`config.mk`:
```
export PLATFORM = sky130hd
export DESIGN_NAME = pabt_ctrl
export DESIGN_NICKNAME = d
export VERILOG_FILES = /design/src/hw/rtl/pabt_pkg.sv /design/src/hw/rtl/pabt_ctrl.sv
export SDC_FILE = /design/constraint.sdc
export NUM_CORES = 1
export LEC_CHECK = 0
export BUFFER_PORTS_ARGS = -buffer_cell sky130_fd_sc_hd__buf_2
export CORE_MARGIN = 2
export CORE_UTILIZATION = 30
export CTS_CLUSTER_SIZE = 25
export DETAILED_ROUTE_END_ITERATION = 7
export SLEW_MARGIN = 40
export SYNTH_ARGS = -nofsm -noshare
export SYNTH_HDL_FRONTEND = slang
export SYNTH_SLANG_ARGS = --single-unit
export TNS_END_PERCENT = 30
```
`constraint.sdc`:
```
create_clock -name clk -period 2.1 [get_ports clk]
set_clock_uncertainty 0.05 [all_clocks]
set_input_delay 0.42 -clock clk [delete_from_list [all_inputs] [get_ports clk]]
set_output_delay 0.42 -clock clk [all_outputs]
set_load 0.02 [all_outputs]
```
`src/hw/rtl/pabt_pkg.sv`:
```
// Shared types and constants of the packet acknowledgement tracker.
package pabt_pkg;

  localparam int SENT_DEPTH_DEF = 256;
  localparam int SEQ_W          = 16;
  localparam int TICK_W         = 32;
  localparam int MASK_W         = 32;
  localparam int TYPE_W         = 8;
  localparam int RTT_W          = 40;
  localparam int IN_DATA_W      = 104;
  localparam int OUT_DATA_W     = 128;
  localparam int STEP_W         = 6;
  localparam int DIV_STEPS      = 6;

  localparam logic OP_SEND  = 1'b0;
  localparam logic OP_RECV  = 1'b1;
  localparam logic KIND_HDR = 1'b0;
  localparam logic KIND_ACK = 1'b1;

  typedef enum logic [3:0] {
    ST_CLEAR,
    ST_IDLE,
    ST_SEND,
    ST_RX_UPD,
    ST_MOD,
    ST_READ,
    ST_CHECK,
    ST_DIV,
    ST_EMIT,
    ST_FLUSH
  } state_t;

  typedef struct packed {
    logic clr;
    logic load_in;
    logic send_hdr;
    logic rx_upd;
    logic mod_step;
    logic rd;
    logic advance;
    logic ack_start;
    logic div_step;
    logic push_pend;
    logic flush;
  } cmd_t;

  typedef struct packed {
    logic clr_last;
    logic out_free;
    logic mod_last;
    logic step_active;
    logic last_step;
    logic hit;
    logic rtt_zero;
    logic div_last;
    logic pend_valid;
  } sts_t;

endpackage

```
`src/hw/rtl/pabt_ctrl.sv`:
```
// Controller state machine of the packet acknowledgement tracker.
module pabt_ctrl (
  input  logic          clk,
  input  logic          rst_n,
  input  logic          in_tvalid,
  input  logic          in_op,
  output logic          in_tready,
  input  pabt_pkg::sts_t sts,
  output pabt_pkg::cmd_t cmd
);
  import pabt_pkg::*;

  state_t state_r, state_nxt;

  always_ff @(posedge clk) begin
    if (!rst_n) begin
      state_r <= ST_CLEAR;
    end else begin
      state_r <= state_nxt;
    end
  end

  always_comb begin
    state_nxt = state_r;
    cmd       = '0;
    in_tready = 1'b0;
    case (state_r)
      ST_CLEAR: begin
        cmd.clr = 1'b1;
        if (sts.clr_last) state_nxt = ST_IDLE;
      end
      ST_IDLE: begin
        in_tready = 1'b1;
        if (in_tvalid) begin
          cmd.load_in = 1'b1;
          state_nxt   = (in_op == OP_SEND) ? ST_SEND : ST_RX_UPD;
        end
      end
      ST_SEND: begin
        if (sts.out_free) begin
          cmd.send_hdr = 1'b1;
          state_nxt    = ST_IDLE;
        end
      end
      ST_RX_UPD: begin
        cmd.rx_upd = 1'b1;
        state_nxt  = ST_MOD;
      end
      ST_MOD: begin
        cmd.mod_step = 1'b1;
        if (sts.mod_last) state_nxt = ST_READ;
      end
      ST_READ: begin
        if (sts.step_active) begin
          cmd.rd    = 1'b1;
          state_nxt = ST_CHECK;
        end else begin
          cmd.advance = 1'b1;
          state_nxt   = sts.last_step ? ST_FLUSH : ST_READ;
        end
      end
      ST_CHECK: begin
        if (sts.hit) begin
          cmd.ack_start = 1'b1;
          state_nxt     = sts.rtt_zero ? ST_EMIT : ST_DIV;
        end else begin
          cmd.advance = 1'b1;
          state_nxt   = sts.last_step ? ST_FLUSH : ST_READ;
        end
      end
      ST_DIV: begin
        cmd.div_step = 1'b1;
        if (sts.div_last) state_nxt = ST_EMIT;
      end
      ST_EMIT: begin
        // hold the new report back until the older one has a slot
        if (!sts.pend_valid || sts.out_free) begin
          cmd.push_pend = 1'b1;
          cmd.advance   = 1'b1;
          state_nxt     = sts.last_step ? ST_FLUSH : ST_READ;
        end
      end
      ST_FLUSH: begin
        if (!sts.pend_valid) begin
          state_nxt = ST_IDLE;
        end else if (sts.out_free) begin
          cmd.flush = 1'b1;
          state_nxt = ST_IDLE;
        end
      end
      default: state_nxt = ST_CLEAR;
    endcase
  end

endmodule

```
==> impl_results.md <==
- Total power: ~490 uW
- EDFF count, synth: 0
- Share of cells above drive strength 1: 39.0%
- Slew headroom: 67.9%
- Critical Path Fanout Max: 14
- Post-CTS Setup Inserts: 0
- Fin. max-slew vios: 0
- Place WS: 0.374 ns
- IO buf count: 24
- Reg2Reg Depth: 4
- Clock Sinks: 4
- Remaining DRCs: 0
- Period Utilization, post-route: 94.6%
- FMAX: 503 MHz
- Number of gates resized after cts: 0
- Multiplexer share of the synthesized area: around 3.8%
- Area contributors post-synth: dfxtp_1, nor3_1, buf_2
- Peak VDD IR: about 0.31 mV
- # nets final: about 120
- Htree depth: 1
- Synth Area in Simple Gates: 43.9%
- CP endpoint kind: output port
- HP Class: in -> reg
- Largest net degree at the start of global routing: 15
- Core Box Area: between 1500 and 2000 um2
- Reported max-cap violation count: 0
- #FFs+latches synth: 4
- All-Layer GR Usage: about 15%
- Footprint of the multi-input gates: 432 um2
- CTS root buf: clkbuf_4
- Slew @ Worst Pin: around 0.48 ns
- FF+latch area: between 80 and 90 um2
- Clock Pin Slew Worst Setup and Hold Paths: 0.04 ns
- Hold-fix buffers at CTS: 0
- Vias in the first global route: approximately 550
- Largest family of logic cells by synthesized area: simple AND/OR/NAND/NOR gates
- Netlist Area Pre-Place: 553 um2
- Via Count: between 600 and 700
- Drt first pass iters: 4
- Post-Syn Instances: between 70 and 80
- Distinct cell type count after synthesis: 39
- Final setup TNS: 0 ns
- Top Registers: state_r (4)
- # fillers: a little over 200
- Top-level I/O count: 25
- Post-synthesis adder-cell area fraction: 0%
- Initial antenna violation count: 0
- Avg Cell Area, Syn: 7.28 um2
- Cell with the most instances after synthesis: nor3_1
- WS Path Type: reg -> out
- Hpwl dp: 1190 um
- Layout area overhead: 30.3%
- Post-synth top area cell: dfxtp_1
- First-pass GRT wire length: about 2400 um
- Ys async rst share: 0%
- Final setup viols: 0
- GP Congestion: ~0.84
- Register area share after synthesis: 14.5%
- Compound-gate portion of the synthesized area: between 20% and 30%
- Placed Cells: roughly 120
- Most flop-heavy register: state_r
- RSZ-0062 raised after global routing: false
- Result of the run: finished clean
- Initial core utilization: 32.0%
- Total wire length: between 1500 and 2000 um
- Clock tree buffer depth: 2
- Gr ovfl total: 0
- Fin cells: 125
- Post-route ant nets: 0
- YS warnings: 0
- CTS tree: done
- Final hold violations: 0
- Setup ws final: roughly 0.11 ns
- Vias per inst: approximately 5.4
- Worst-Skew Late Latency: about 0.25 ns
- Share of the synthesized area in the top cell type: between 10% and 20%
- Xor and xnor area share after synthesis: 0%
- Drt initial violations: 36
- Max reg flops: 4
- Final Critical Period: between 1.5 and 2 ns
- Hold path depth: 3
- Antenna Cells: 0
- Die H: 46.9 um
- Power density cells: between 600 and 700 nW/um2
- Worst Path Arrival: approximately 1.5 ns
- CTS buffer count: 3
- DR WL/cell: 12.5 um
- Synth Flop Type: dfxtp_1
- Worst Path Required: between 1.5 and 2 ns
- Post-Syn Nets: 89
- CP startpoint kind: register
- Row cnt: 15
- Die Area: 2200 um2
- Die Span X: between 40 and 50 um
- Synth top cells by count: nor3_1, buf_2, nor2_1
- Leakage: about 0.00033 uW
## layout by cell type (no fill, tap or decap), types with 2 or more instances in the layout
cell,netlist,final
buf_4,0,3
o21ai_1,3,3
clkbuf_4,0,3
a31oi_1,2,2
dfxtp_1,4,3
nor2_1,5,5
a21o_1,2,2
a211oi_1,2,2
buf_2,5,24
nand2_1,4,4
nor4b_1,2,2
nor3_1,8,8
nor2b_1,4,4
inv_1,2,2
and3_1,2,2
a21oi_1,3,3
nand2b_1,3,3
## metrics by stage
stage               hold WS, ns  util [%]  area (um2)
floorplan                 0.516         -         559
global placement          0.579      40.4         697
detailed placement        0.595      40.4         697
CTS                       0.431      41.7         719
global route              0.444      41.7         721
finish                    0.429      41.7         721
## worst paths after layout
kind	startpoint	end	slack, ns
worst max-delay path	state_r[1]	cmd[4]	0.11
worst min-delay path	rst_n	state_r[1]	0.43
worst max register to register	state_r[3]	state_r[0]	0.44
worst min register to register	state_r[0]	state_r[0]	0.53
## routing by layer
| layer | GRT usage (%) | vias up | share of wire [%] |
|---|---|---|---|
| met5 | 0 | - | 0 |
| met4 | 6.11 | 0 | 0.71 |
| met3 | 2.69 | 2 | 6.0 |
| met2 | 21.6 | 25 | 49 |
| met1 | 21.3 | 310 | 44 |
| li1 | - | 332 | - |
## area by class of cell
cell class	instances	share of cell area, %
Clock buffer	3	3.13
Sequential cell	4	11.3
Timing Repair Buffer	27	19.8
Multi-Input combinational cell	63	59.9
Tap cell	25	4.34
Inverter	3	1.56
## critical path, cell delays in order, from the launching register on
cell and delay [ns]:
dfxtp_1 0.57, nand2b_1 0.27, o22ai_1 0.10, a21o_1 0.17
buf_2 0.15
## power breakdown
part | internal (uW) | leakage (uW) | switching [uW] | total (uW)
Combinational | 109 | 0.000286 | 150 | 259
Sequential | 89.6 | 0.0000329 | 33.9 | 124
Clock | 64.5 | 0.0000138 | 39.7 | 104
Total | 263 | 0.000333 | 223 | 486
## kinds of logic (layout without fill, tap and decap cells)
logic type | after synthesis | in the layout
simple gates | 39 | 39
compound gates | 22 | 22
flops | 4 | 4
mux | 2 | 2
buf+inv | 9 | 33
No activity file was read; power rests on OpenSTA's default activity.
